**config.mk**
```make
export PLATFORM = sky130hd
export DESIGN_NAME = number_to_text_cell_renderer_top
export DESIGN_NICKNAME = d
export VERILOG_FILES = /design/src/hdl/nttcr_pkg.sv /design/src/hdl/number_to_text_cell_renderer_top.sv
export SDC_FILE = /design/constraint.sdc
export NUM_CORES = 1
export LEC_CHECK = 0
export BUFFER_PORTS_ARGS = -buffer_cell sky130_fd_sc_hd__buf_2
export CAP_MARGIN = 20
export CORE_MARGIN = 2
export CORE_UTILIZATION = 50
export CTS_CLUSTER_SIZE = 14
export DETAILED_ROUTE_END_ITERATION = 6
export PLACE_DENSITY = 0.69
export SYNTH_ARGS = -nofsm -noshare
export SYNTH_HDL_FRONTEND = slang
export SYNTH_SLANG_ARGS = --single-unit
```
**constraint.sdc**
```tcl
create_clock -name i_clk -period 23.1 [get_ports i_clk]
set_input_delay 0 -clock i_clk [delete_from_list [all_inputs] [get_ports i_clk]]
set_output_delay 0 -clock i_clk [all_outputs]
set_load 0.01 [all_outputs]
```
**src/hdl/nttcr_pkg.sv**
```systemverilog
package nttcr_pkg;

    // Sequencer states of the renderer.
    typedef enum logic [1:0] {
        ST_IDLE,
        ST_CONVERT,
        ST_EMIT
    } t_state;

    // Widths of the binary value and of its packed BCD form.
    localparam int BIN_W      = 64;
    localparam int BCD_W      = 80;
    localparam int WORK_W     = BIN_W + BCD_W;
    localparam int ADDR_W     = 11;
    localparam int HEX_DIGITS = 16;
    localparam int DEC_DIGITS = 20;
    localparam int CNT_W      = 5;
    localparam int STEP_W     = 6;

    // Rendering mode carried in the input tuser bit.
    localparam logic KIND_HEX = 1'b0;
    localparam logic KIND_DEC = 1'b1;

    // Attribute byte after reset.
    localparam logic [7:0] ATTR_RESET = 8'h07;

    // ASCII code of each digit value.
    localparam logic [7:0] DIGIT_ASCII [16] = '{
        8'h30, 8'h31, 8'h32, 8'h33, 8'h34, 8'h35, 8'h36, 8'h37,
        8'h38, 8'h39, 8'h41, 8'h42, 8'h43, 8'h44, 8'h45, 8'h46
    };

endpackage

```
**src/hdl/number_to_text_cell_renderer_top.sv**
```systemverilog
// Renders one unsigned 64-bit number as a run of text-mode cell writes, one
// transaction per digit, starting at the given row and column; the column wraps
// to the next row and the row clamps at the bottom row. Hexadecimal mode
// (tuser = 0) gives sixteen upper-case digits; decimal mode (tuser = 1) gives
// the digits without leading zeros after the 64 shift-and-adjust steps of the
// shared double-dabble register, then scans the 20 BCD digit positions one by
// one. An output transaction held by tready stalls the writing of digits. The
// input is not ready while a number is being rendered.
module number_to_text_cell_renderer_top #(
    parameter int SCREEN_COLUMNS = 80,
    parameter int SCREEN_ROWS    = 25
) (
    input  logic        i_clk,
    input  logic        i_rst_n,
    // Configuration: cell attribute byte.
    input  logic        i_cfg_valid,
    output logic        o_cfg_ready,
    input  logic [7:0]  i_cfg_data,
    // Input stream.
    input  logic        i_s_tvalid,
    output logic        o_s_tready,
    input  logic [79:0] i_s_tdata,  // start_row[4:0], start_col[11:5], value[75:12], zero
    input  logic        i_s_tuser,  // kind[0]
    // Output stream.
    output logic        o_m_tvalid,
    input  logic        i_m_tready,
    output logic [31:0] o_m_tdata,  // cell_address[10:0], cell_word[26:11], zero
    output logic        o_m_tlast   // last
);

    localparam int COL_W  = $clog2(SCREEN_COLUMNS);
    localparam int ROW_W  = (SCREEN_ROWS > 1) ? $clog2(SCREEN_ROWS) : 1;
    localparam int PROD_W = (ROW_W + 9 > nttcr_pkg::ADDR_W) ? ROW_W + 9 : nttcr_pkg::ADDR_W;
    localparam int W      = nttcr_pkg::WORK_W;

    nttcr_pkg::t_state r_state, n_state;

    logic [7:0]                   r_attr;
    logic                         r_kind;
    logic                         r_seen;
    logic [W-1:0]                 r_work;
    logic [nttcr_pkg::CNT_W-1:0]  r_cnt;
    logic [nttcr_pkg::STEP_W-1:0] r_step;
    logic [ROW_W-1:0]             r_row;
    logic [COL_W-1:0]             r_col;
    logic                         r_out_valid;
    logic [nttcr_pkg::ADDR_W-1:0] r_out_addr;
    logic [15:0]                  r_out_word;
    logic                         r_out_last;

    logic [4:0]                   w_in_row;
    logic [6:0]                   w_in_col;
    logic [nttcr_pkg::BIN_W-1:0]  w_in_value;
    logic                         w_in_acc;
    logic                         w_col_wrap;
    logic [6:0]                   w_row_inc;
    logic [6:0]                   w_row_start;
    logic [W-1:0]                 w_dabble;
    logic [3:0]                   w_nib;
    logic                         w_skip;
    logic                         w_slot;
    logic                         w_adv;
    logic                         w_write;
    logic [PROD_W-1:0]            w_addr_full;

    // Input field unpacking and the start position fix-up.
    assign w_in_row    = i_s_tdata[4:0];
    assign w_in_col    = i_s_tdata[11:5];
    assign w_in_value  = i_s_tdata[75:12];
    assign w_in_acc    = i_s_tvalid && o_s_tready;
    assign w_col_wrap  = 9'(w_in_col) >= 9'(SCREEN_COLUMNS);
    assign w_row_inc   = 7'(w_in_row) + (w_col_wrap ? 7'd1 : 7'd0);
    assign w_row_start = (w_row_inc >= 7'(SCREEN_ROWS)) ? 7'(SCREEN_ROWS - 1) : w_row_inc;

    // One double-dabble step: adjust every BCD digit, then shift the whole word.
    always_comb begin
        logic [W-1:0] v_adj;
        v_adj = r_work;
        for (int i = 0; i < nttcr_pkg::DEC_DIGITS; i++) begin
            if (v_adj[nttcr_pkg::BIN_W + 4*i +: 4] >= 4'd5) begin
                v_adj[nttcr_pkg::BIN_W + 4*i +: 4] = v_adj[nttcr_pkg::BIN_W + 4*i +: 4] + 4'd3;
            end
        end
        w_dabble = {v_adj[W-2:0], 1'b0};
    end

    // Digit emission control: the top nibble of the work register is the next digit.
    assign w_nib   = r_work[W-1 -: 4];
    assign w_skip  = (r_kind == nttcr_pkg::KIND_DEC) && !r_seen && (w_nib == 4'd0)
                     && (r_cnt != 5'd1);
    assign w_slot  = !r_out_valid || i_m_tready;
    assign w_adv   = (r_state == nttcr_pkg::ST_EMIT) && (w_skip || w_slot);
    assign w_write = (r_state == nttcr_pkg::ST_EMIT) && w_slot && !w_skip;

    // Cell address of the current position.
    assign w_addr_full = PROD_W'(r_row) * PROD_W'(SCREEN_COLUMNS) + PROD_W'(r_col);

    // Next state.
    always_comb begin
        n_state = r_state;
        unique case (r_state)
            nttcr_pkg::ST_IDLE: begin
                if (w_in_acc) begin
                    n_state = (i_s_tuser == nttcr_pkg::KIND_DEC) ? nttcr_pkg::ST_CONVERT
                                                                  : nttcr_pkg::ST_EMIT;
                end
            end
            nttcr_pkg::ST_CONVERT: begin
                if (r_step == '1) begin
                    n_state = nttcr_pkg::ST_EMIT;
                end
            end
            nttcr_pkg::ST_EMIT: begin
                if (w_adv && r_cnt == 5'd1) begin
                    n_state = nttcr_pkg::ST_IDLE;
                end
            end
            default: n_state = nttcr_pkg::ST_IDLE;
        endcase
    end

    // Handshake outputs.
    always_comb begin
        o_s_tready  = (r_state == nttcr_pkg::ST_IDLE);
        o_cfg_ready = 1'b1;
        o_m_tvalid  = r_out_valid;
        o_m_tdata   = {5'd0, r_out_word, r_out_addr};
        o_m_tlast   = r_out_last;
    end

    // Control registers.
    always_ff @(posedge i_clk) begin
        if (!i_rst_n) begin
            r_state     <= nttcr_pkg::ST_IDLE;
            r_attr      <= nttcr_pkg::ATTR_RESET;
            r_out_valid <= 1'b0;
        end else begin
            r_state <= n_state;
            if (i_cfg_valid) begin
                r_attr <= i_cfg_data;
            end
            if (w_write) begin
                r_out_valid <= 1'b1;
            end else if (i_m_tready) begin
                r_out_valid <= 1'b0;
            end
        end
    end

    // Work register, counters, position and output payload.
    always_ff @(posedge i_clk) begin
        if (w_in_acc) begin
            r_kind <= i_s_tuser;
            r_seen <= 1'b0;
            r_step <= '0;
            r_row  <= ROW_W'(w_row_start);
            r_col  <= w_col_wrap ? '0 : COL_W'(w_in_col);
            if (i_s_tuser == nttcr_pkg::KIND_DEC) begin
                r_work <= {{nttcr_pkg::BCD_W{1'b0}}, w_in_value};
                r_cnt  <= nttcr_pkg::CNT_W'(nttcr_pkg::DEC_DIGITS);
            end else begin
                r_work <= {w_in_value, {nttcr_pkg::BCD_W{1'b0}}};
                r_cnt  <= nttcr_pkg::CNT_W'(nttcr_pkg::HEX_DIGITS);
            end
        end else if (r_state == nttcr_pkg::ST_CONVERT) begin
            r_work <= w_dabble;
            r_step <= r_step + 1'b1;
        end else if (w_adv) begin
            r_work <= {r_work[W-5:0], 4'd0};
            r_cnt  <= r_cnt - 1'b1;
        end

        // A written digit moves the cursor; the row sticks at the bottom.
        if (w_write) begin
            r_seen     <= 1'b1;
            r_out_addr <= w_addr_full[nttcr_pkg::ADDR_W-1:0];
            r_out_word <= {r_attr, nttcr_pkg::DIGIT_ASCII[w_nib]};
            r_out_last <= (r_cnt == 5'd1);
            if (9'(r_col) == 9'(SCREEN_COLUMNS - 1)) begin
                r_col <= '0;
                if (7'(r_row) != 7'(SCREEN_ROWS - 1)) begin
                    r_row <= r_row + 1'b1;
                end
            end else begin
                r_col <= r_col + 1'b1;
            end
        end
    end

endmodule

```
==> impl_metrics.csv, run 1 <==
group,metric,value,unit
yosys,yosysWarnings,0,
clocking,cts_tree,"yes",
global_routing,grt_pass1_wl,49200,um
sta,tightest_slew,1.07,ns
layout,fill_cells,2039,
clocking,clock_latency,0.53,ns
sta,skew,0.0172,ns
layout,antenna_cells,0,
layout,multi_input_area,5860,sq um
sta,hold_violations,0,
worst_setup_path,crit_path_end_kind,"flip-flop",
pwr,power.density,82.3,nW/um^2
layout,final_core_util,61.5,%
sta,layout_setup_ws,19.40,ns
placed_design,placedCellCount,1712,
yosys,yosysSeqAreaShare,48.0,%
floorplan,rows,57,
layout,register_area,5960,sq um
routing,drc,0,
floorplan,die_area,26100,sq um
placed_design,preCtsSetupSlack,19.38,ns
routing,avgRoutedWirePerCell,16.1,um
floorplan,core,24300,sq um
sta,setup_violations,0,
worst_setup_path,worstPathRequired,23.23,ns
sta,maxSlewHeadroom,28.4,%
yosys,synth-async-reset-ratio,0,%
clocking,clock_path_buffers,3,
global_routing,grt_max_degree,102,
yosys,synth_top_cell_by_area,"edfxtp_1",
placed_design,port_buffers,118,
yosys,synth_commonest_cells,"a21oi_1, nand2_1, edfxtp_1",
layout,final_nets,1676,
yosys,synthTopCellsByArea,"edfxtp_1, a21oi_1, nand2_1, ha_1, dfxtp_1",
routing,drt_wl_total,29900,um
placed_design,dpl.hpwl,17900,um
clocking,clk_pin_slew,0.06,ns
yosys,synthFlopType,"edfxtp_1",
yosys,ys_ff_latch,206,
global_routing,grt_pass1_vias,10200,
clocking,clockRootBuffer,"clkbuf_16",
sta,setup_tns,0,ns
sta,fmax,270,MHz
worst_setup_path,worst-setup-path-type,"reg2reg",
routing,first_iter_violations,683,
pwr,ir_drop,0.0737,mV
clocking,cts_max_level,1,
yosys,synth_top_area_share,44.3,%
floorplan,die_w,161,um
floorplan,ios,130,
pwr,power.static_leakage,5.82,nW
yosys,syn_inst,1348,
layout,syn2layout_area_growth,20.7,%
layout,drive_gt1_share,11.5,%
global_routing,grt_usage,22.5,%
yosys,netlist-cell-type-count,55,
sta,timing.final.crit_share,16.0,%
worst_setup_path,cp.arrival,3.83,ns
worst_setup_path,cp_max_fo,80,
global_routing,grt-ovfl-total,0,
routing,vias,10600,
clocking,cts_setup_buffers,0,
status,status,"finished, final reports clean",
clocking,clock-sinks,206,
layout,layout.cells.non_filler,1861,
worst_setup_path,crit_path_start_kind,"flip-flop",
sta,grt_setup_unrepaired,"no",
min_path,hold_path_class,"in2reg",
routing,viasPerCell,5.67,
floorplan,die_h,161,um
placed_design,gp_congestion,0.810,
clocking,numCtsBuffers,24,
yosys,synth_edf_count,183,
yosys,syn_area,12400,sq um
yosys,yosysMostFrequentCell,"a21oi_1",
yosys,syn_area_per_cell,9.20,sq um
routing,detail-route-antenna-nets,0,
global_routing,antenna_found_initial,0,
floorplan,start_util,51.0,%
routing,firstDrtPassIters,5,
sta,slew_violations,0,
flow_run,maxCapViolations,0,
sta,period_needed,3.70,ns
-- cell families after synthesis --
family	after synthesis	share of synthesized area (%)
xor gates and xnor gates	37	2.61
buffers and inverters	157	5.11
muxes	22	1.79
other	2	0.0606
adders and majority gates	63	6.48
AOI/OAI and AO/OA	457	20.7
DFF	206	48.0
and+or+nand+nor	404	15.2
-- sequential cells by signal, indices dropped and copies added (netlist names) --
name,cells
r_out_addr,11
r_cnt,5
r_kind,1
r_out_word,14
r_state,2
o_m_tlast,1
r_row,5
r_attr,8
r_work,144
r_seen,1
r_step,6
r_col,7
o_m_tvalid,1
-- routing by layer --
layer | GRT usage [%] | routed length, um
met4 | 4.79 | 465
met3 | 2.72 | 1520
met1 | 30.5 | 13600
met5 | 0 | 0
met2 | 38.8 | 14300
-- layout make-up --
cell class / count / share of cell area [%]
sequential: 206 / 39.8
clock inverter: 8 / 0.610
inverter: 64 / 1.61
tap: 324 / 2.71
multi-input combinational: 990 / 39.2
timing repair buffer: 233 / 11.6
clock buffer: 36 / 4.52
-- critical path, stage by stage (launching register included) --
cell and delay (ns):
edfxtp_1 0.46, inv_1 0.16, ha_1 0.16, nor4b_1 0.34, and3_1 0.24, o21ai_0 0.16, o21ai_4 0.09, buf_4 0.68
buf_4 0.95
-- final timing paths --
path | start | to | slack [ns] | depth (start not counted)
setup / recovery | r_work[141]$_DFFE_PP_ | r_work[43]$_DFFE_PP_ | 19.40 | 8
hold reg to reg | r_attr[4]$_SDFFE_PN0P_ | r_out_word[12]$_DFFE_PP_ | 0.43 | 0
hold / removal | i_s_tvalid | r_work[91]$_DFFE_PP_ | 0.03 | 5
setup reg to reg | r_work[141]$_DFFE_PP_ | r_work[43]$_DFFE_PP_ | 19.40 | 8
-- layout by cell type (no fill, tap or decap), drive strengths merged, types with 5 or more instances in the layout --
cell,count
conb,7
xnor2,30
mux2i,21
o211ai,7
nor2b,21
and3,5
nand2,219
and2,10
o21ai,79
nor3,11
dfxtp,23
o22ai,10
buf,129
nand2b,31
o21a,6
a31oi,70
nand3,30
clkbuf,36
ha,61
edfxtp,183
a32oi,16
nor2,40
xor2,7
a21oi,243
clkinv,6
a211oi,8
inv,63
nor3b,22
dlygate4sd3,104
-- repair_timing --
item | in CTS | in global routing
hold buffers | 104 | 0
resized for setup | 0 | 0
hold endpoints to repair | 149 | 0
-- stage by stage --
step	total power, mW	hold slack, ns	area (sq um)
2_1_floorplan	0.775	0.0989	12400
3_3_place_gp	0.832	0.222	13100
3_5_place_dp	0.842	0.220	13100
4_1_cts	1.24	0.0189	14900
5_1_grt	1.30	0.0595	15000
6_report	1.23	0.0344	15000
-- report_power, final --
group | leakage [nW] | internal (mW) | total, mW | switching (mW)
clock | 0.373 | 0.224 | 0.376 | 0.152
combinational | 3.45 | 0.134 | 0.305 | 0.171
sequential | 2.00 | 0.493 | 0.551 | 0.0580
total | 5.82 | 0.851 | 1.23 | 0.381
No activity file was read; power rests on OpenSTA's default activity.
==> run 2, diff against run 1 <==
==> constraint.sdc (replaced) <==
create_clock -name i_clk -period 3.6 [get_ports i_clk]
set_input_delay 0 -clock i_clk [delete_from_list [all_inputs] [get_ports i_clk]]
set_output_delay 0 -clock i_clk [all_outputs]
set_load 0.01 [all_outputs]
==> run 2 against run 1 <==
  * Clock skew down 0.0042 ns
  * Largest power group unchanged
  * Fmax up 29%
  * Critical endpoint is now r_row[1]$_DFF_P_
  * Sequential share of layout area down 0.39 points
  * Highest routed layer unchanged
  * Via count up 0.19%
==> impl_metrics.csv, run 2 (synthesis gave the netlist of run 1 again) <==
group,metric,value,unit
status,status,"finished, final reports clean",
pwr,power.density,537,nW/um^2
sta,maxSlewHeadroom,31.2,%
min_path,hold_path_class,"in2reg",
sta,tightest_slew,1.03,ns
floorplan,rows,57,
worst_setup_path,cp_max_fo,9,
clocking,cts_tree,"yes",
sta,slew_violations,0,
routing,drc,0,
layout,final_nets,1680,
clocking,clockRootBuffer,"clkbuf_16",
worst_setup_path,worst-setup-path-type,"reg2reg",
clocking,clock_path_buffers,3,
global_routing,antenna_found_initial,1,
worst_setup_path,cp.arrival,3.27,ns
sta,layout_setup_ws,0.736,ns
clocking,numCtsBuffers,24,
global_routing,grt_pass1_wl,49200,um
sta,hold_violations,0,
layout,reg_top3,"r_work: 144 flops, r_out_word: 14 flops, r_out_addr: 11 flops",
sta,setup_violations,0,
clocking,clock-sinks,206,
routing,drt_wl_total,30100,um
clocking,cts_max_level,1,
clocking,clock_latency,0.52,ns
worst_setup_path,worstPathRequired,4.00,ns
sta,period_needed,2.86,ns
sta,grt_setup_unrepaired,"no",
clocking,clk_pin_slew,0.06,ns
floorplan,ios,130,
layout,drive_gt1_share,12.0,%
global_routing,grt_max_degree,197,
worst_setup_path,crit_path_end_kind,"flip-flop",
floorplan,core,24300,sq um
routing,avgRoutedWirePerCell,16.2,um
floorplan,die_w,161,um
placed_design,dpl.hpwl,18500,um
sta,skew,0.0130,ns
routing,detail-route-antenna-nets,0,
sta,timing.final.crit_share,79.5,%
pwr,ir_drop,0.325,mV
layout,largest_register,"r_work",
layout,largest_reg_flops,144,
placed_design,preCtsSetupSlack,0.836,ns
global_routing,grt_pass1_vias,9980,
worst_setup_path,crit_path_start_kind,"flip-flop",
pwr,power.static_leakage,5.90,nW
sta,setup_tns,0,ns
placed_design,port_buffers,118,
flow_run,maxCapViolations,0,
placed_design,gp_congestion,0.797,
sta,fmax,349,MHz
pwr,total_power,8.12,mW
routing,viasPerCell,5.66,
global_routing,grt-ovfl-total,0,
layout,final_cell_mix,"a21oi_1, nand2_1, edfxtp_1, buf_2, dlygate4sd3_1",
global_routing,grt_usage,22.6,%
floorplan,die_h,161,um
routing,first_iter_violations,909,
layout,syn2layout_area_growth,21.9,%
routing,vias,10600,
floorplan,die_area,26100,sq um
routing,firstDrtPassIters,5,
floorplan,start_util,51.0,%
layout,final_common_cell,"a21oi_1",
-- run 2: changes by cell type in the layout (fill, tap and decap cells not counted), sizes merged --
cell      change
diode         +1
clkinv        +2
clkbuf        -3
buf           +4
bufinv        +2
clkinvlp      -1
-- run 2: worst paths after layout --
check / from / to / slack [ns] / depth (start not counted)
worst max register to register: r_col[0]$_DFFE_PP_ / r_row[1]$_DFF_P_ / 0.74 / 7
worst min-delay path: i_s_tdata[4] / r_row[4]$_DFF_P_ / 0.03 / 5
worst min register to register: r_attr[6]$_SDFFE_PN0P_ / r_out_word[14]$_DFFE_PP_ / 0.44 / 0
worst max-delay path: r_col[0]$_DFFE_PP_ / r_row[1]$_DFF_P_ / 0.74 / 7
-- run 2: cell type report --
class                           instances  area, sq um
Clock inverter                         11          154
Clock buffer                           33          686
Antenna cell                            1         2.50
Tap cell                              324          405
Timing Repair Buffer                  237         1810
Inverter                               64          241
Sequential cell                       206         5960
Fill cell                            2046         9210
Multi-Input combinational cell        990         5860
-- run 2: report_power, final --
part	internal (mW)	total, mW	switching [mW]	leakage, nW
logic	0.872	1.98	1.11	3.49
registers	3.16	3.53	0.374	2.00
clock network	1.61	2.60	0.991	0.417
total	5.64	8.12	2.48	5.90
-- run 2: metal layers --
| metal | share of wire [%] | vias up | GRT usage (%) |
|---|---|---|---|
| li1 | - | 5220 | - |
| met1 | 46 | 4978 | 31.6 |
| met2 | 47 | 325 | 37.8 |
| met3 | 5.3 | 47 | 2.85 |
| met4 | 1.8 | 0 | 4.91 |
| met5 | 0 | - | 0 |
-- run 2: repair_timing --
action,CTS,global route
hold buffers,104,0
setup buffers,0,0
resized for setup,0,0
endpoints found under the hold margin,149,0
-- run 2: worst max-delay path: stages (launching register included) --
cell and delay (ns):
edfxtp_1 0.40, ha_1 0.23, nand3_1 0.23, or3_2 0.55, or3_4 0.45, mux2i_1 0.21
o21ai_0 0.11, dlygate4sd3_1 0.56
-- run 2: stage by stage --
stage	utilization, %	cell area [sq um]	hold slack (ns)	instances
after floorplan	-	12400	0.0989	1353
after global placement	54.4	13200	0.234	1717
after detailed placement	54.4	13200	0.237	1717
after CTS	62.1	15100	0.00639	1865
after global routing	62.1	15100	0.0652	1865
final	62.1	15100	0.0306	1866
==> run 3, diff against run 2 <==
--- a/config.mk
+++ b/config.mk
@@ -11,7 +11,7 @@
 export CORE_UTILIZATION = 50
 export CTS_CLUSTER_SIZE = 14
 export DETAILED_ROUTE_END_ITERATION = 6
-export PLACE_DENSITY = 0.69
+export PLACE_DENSITY = 0.72
 export SYNTH_ARGS = -nofsm -noshare
 export SYNTH_HDL_FRONTEND = slang
 export SYNTH_SLANG_ARGS = --single-unit
==> constraint.sdc (replaced) <==
create_clock -name i_clk -period 2.32 [get_ports i_clk]
set_input_delay 0 -clock i_clk [delete_from_list [all_inputs] [get_ports i_clk]]
set_output_delay 0 -clock i_clk [all_outputs]
set_load 0.01 [all_outputs]
==> run 3 against run 2 <==
  * Via count grew 1.7%
  * Routed wire length grew 1.7%
  * Final cell count grew 1.4%
  * Clock skew shrank 0.00068 ns
  * Sequential share of layout area shrank 0.68 points
  * Sequential cell count is the same
  * Non-clock buffer count grew 27
  * Sequential power grew 54%
  * Register-to-register slack lost 0.64 ns
  * Count of clock-buffer cells in the layout grew 2
  * Setup slack lost 0.64 ns
  * Largest cell class unchanged
  * Largest power group unchanged
==> impl_metrics.csv, run 3 (synthesis gave the netlist of run 1 again) <==
group,metric,value,unit
placed_design,gp_congestion,0.854,
clocking,numCtsBuffers,23,
global_routing,grt_pass1_vias,10200,
pwr,power.density,785,nW/um^2
sta,skew,0.0123,ns
floorplan,die_w,161,um
layout,largest_register,"r_work",
clocking,cts_tree,"yes",
floorplan,start_util,51.0,%
layout,final_nets,1707,
placed_design,port_buffers,118,
clocking,cts_max_level,1,
routing,drt_wl_total,30600,um
floorplan,ios,130,
floorplan,die_h,161,um
sta,slew_violations,0,
worst_setup_path,worst-setup-path-type,"reg2reg",
layout,syn2layout_area_growth,24.1,%
routing,drc,0,
worst_setup_path,crit_path_end_kind,"flip-flop",
worst_setup_path,cp.arrival,2.49,ns
pwr,power.static_leakage,6.01,nW
floorplan,die_area,26100,sq um
clocking,clock_path_buffers,3,
placed_design,preCtsSetupSlack,0.0825,ns
sta,tightest_slew,0.775,ns
routing,viasPerCell,5.68,
clocking,clock_latency,0.52,ns
worst_setup_path,reg2reg_depth,9,
global_routing,grt_max_degree,103,
sta,hold_violations,0,
layout,drive_gt1_share,13.5,%
pwr,ir_drop,0.539,mV
layout,layout.cells.non_filler,1892,
worst_setup_path,rr_startpoint,"r_cnt[1]$_SDFFCE_PP0P_",
sta,layout_setup_ws,0.0915,ns
routing,firstDrtPassIters,5,
layout,reg_top3,"r_work: 144 flops, r_out_word: 14 flops, r_out_addr: 11 flops",
layout,final_core_util,63.3,%
sta,setup_violations,0,
worst_setup_path,crit_end,"r_work[77]$_SDFFCE_PP0P_",
pwr,total_power,12.1,mW
worst_setup_path,crit_start,"r_cnt[1]$_SDFFCE_PP0P_",
sta,maxSlewHeadroom,48.3,%
routing,vias,10800,
global_routing,grt_usage,22.6,%
min_path,hold_path_class,"in2reg",
worst_setup_path,r2r_end,"r_work[77]$_SDFFCE_PP0P_",
global_routing,antenna_found_initial,1,
sta,period_needed,2.23,ns
placed_design,placedCellCount,1736,
routing,detail-route-antenna-nets,0,
placed_design,dpl.hpwl,19000,um
floorplan,core,24300,sq um
sta,fmax,449,MHz
worst_setup_path,worstPathRequired,2.58,ns
clocking,clock-sinks,206,
global_routing,grt-ovfl-total,0,
routing,first_iter_violations,931,
layout,final_cell_mix,"a21oi_1, nand2_1, edfxtp_1, buf_2, dlygate4sd3_1",
routing,avgRoutedWirePerCell,16.2,um
status,status,"finished, final reports clean",
flow_run,maxCapViolations,0,
clocking,clk_pin_slew,0.06,ns
layout,final_common_cell,"a21oi_1",
clocking,clockRootBuffer,"clkbuf_16",
floorplan,rows,57,
worst_setup_path,crit_path_start_kind,"flip-flop",
global_routing,grt_pass1_wl,49100,um
worst_setup_path,cp_max_fo,16,
worst_setup_path,r2r_slack,0.09,ns
sta,timing.final.crit_share,96.1,%
layout,largest_reg_flops,144,
==> run 3: cell type report <==
type / instances / area [sq um]
Timing Repair Buffer: 264 / 2220
Antenna cell: 1 / 2.50
Tap cell: 324 / 405
Clock inverter: 7 / 32.5
Fill cell: 2001 / 8930
Multi-Input combinational cell: 990 / 5890
Clock buffer: 35 / 631
Sequential cell: 206 / 5960
Timing Repair inverter: 1 / 5.00
Inverter: 64 / 244
==> run 3: how the worst min path moves through the flow <==
stage | from | to | slack [ns] | depth (start not counted)
finish | i_s_tdata[4] | r_row[4]$_DFF_P_ | 0.01 | 5
global route | i_s_tdata[0] | r_row[0]$_DFF_P_ | 0.05 | 4
CTS | i_s_tdata[0] | r_row[0]$_DFF_P_ | 0.01 | 4
detailed placement | i_cfg_data[0] | r_attr[0]$_SDFFE_PN1P_ | 0.23 | 3
global placement | i_cfg_data[0] | r_attr[0]$_SDFFE_PN1P_ | 0.23 | 3
floorplan | i_s_tuser | r_kind$_DFFE_PP_ | 0.1 | 0
==> run 3: timing repair <==
| item | CTS | global route |
|---|---|---|
| hold buffers | 100 | 0 |
| setup endpoints to repair | 0 | 144 |
| hold endpoints to repair | 150 | 0 |
| setup buffers | 0 | 7 |
| gates resized for setup | 0 | 8 |
==> run 3: power by group <==
group	total [mW]	leakage, nW	switching, mW	internal (mW)
clock network	3.32	0.320	1.45	1.87
logic	3.32	3.69	1.81	1.51
registers	5.44	2.00	0.543	4.89
==> run 3: routing by layer <==
| metal | GRT usage, % | share of wire, % | up-vias |
|---|---|---|---|
| met1 | 30.9 | 45 | 5074 |
| met3 | 3.06 | 5.7 | 46 |
| met5 | 0 | 0 | - |
| met4 | 6.33 | 2.3 | 0 |
| li1 | - | - | 5280 |
| met2 | 38.0 | 47 | 351 |
==> run 3: stage by stage <==
step	setup TNS [ns]	hold slack (ns)	cell area, sq um
2_1_floorplan	-123.91	0.0989	12400
3_3_place_gp	0	0.231	13500
3_5_place_dp	0	0.234	13500
4_1_cts	0	0.0137	15200
5_1_grt	-0.00181	0.0539	15400
6_report	0	0.0131	15400
==> run 3: critical path, cell delays in order, from the launching register on <==
cell       delay, ns
edfxtp_1        0.38
inv_1           0.09
ha_1            0.13
or4b_4          0.47
and3_1          0.21
o21ai_1         0.14
buf_4           0.15
o21ai_4         0.07
buf_12          0.17
clkbuf_16       0.18
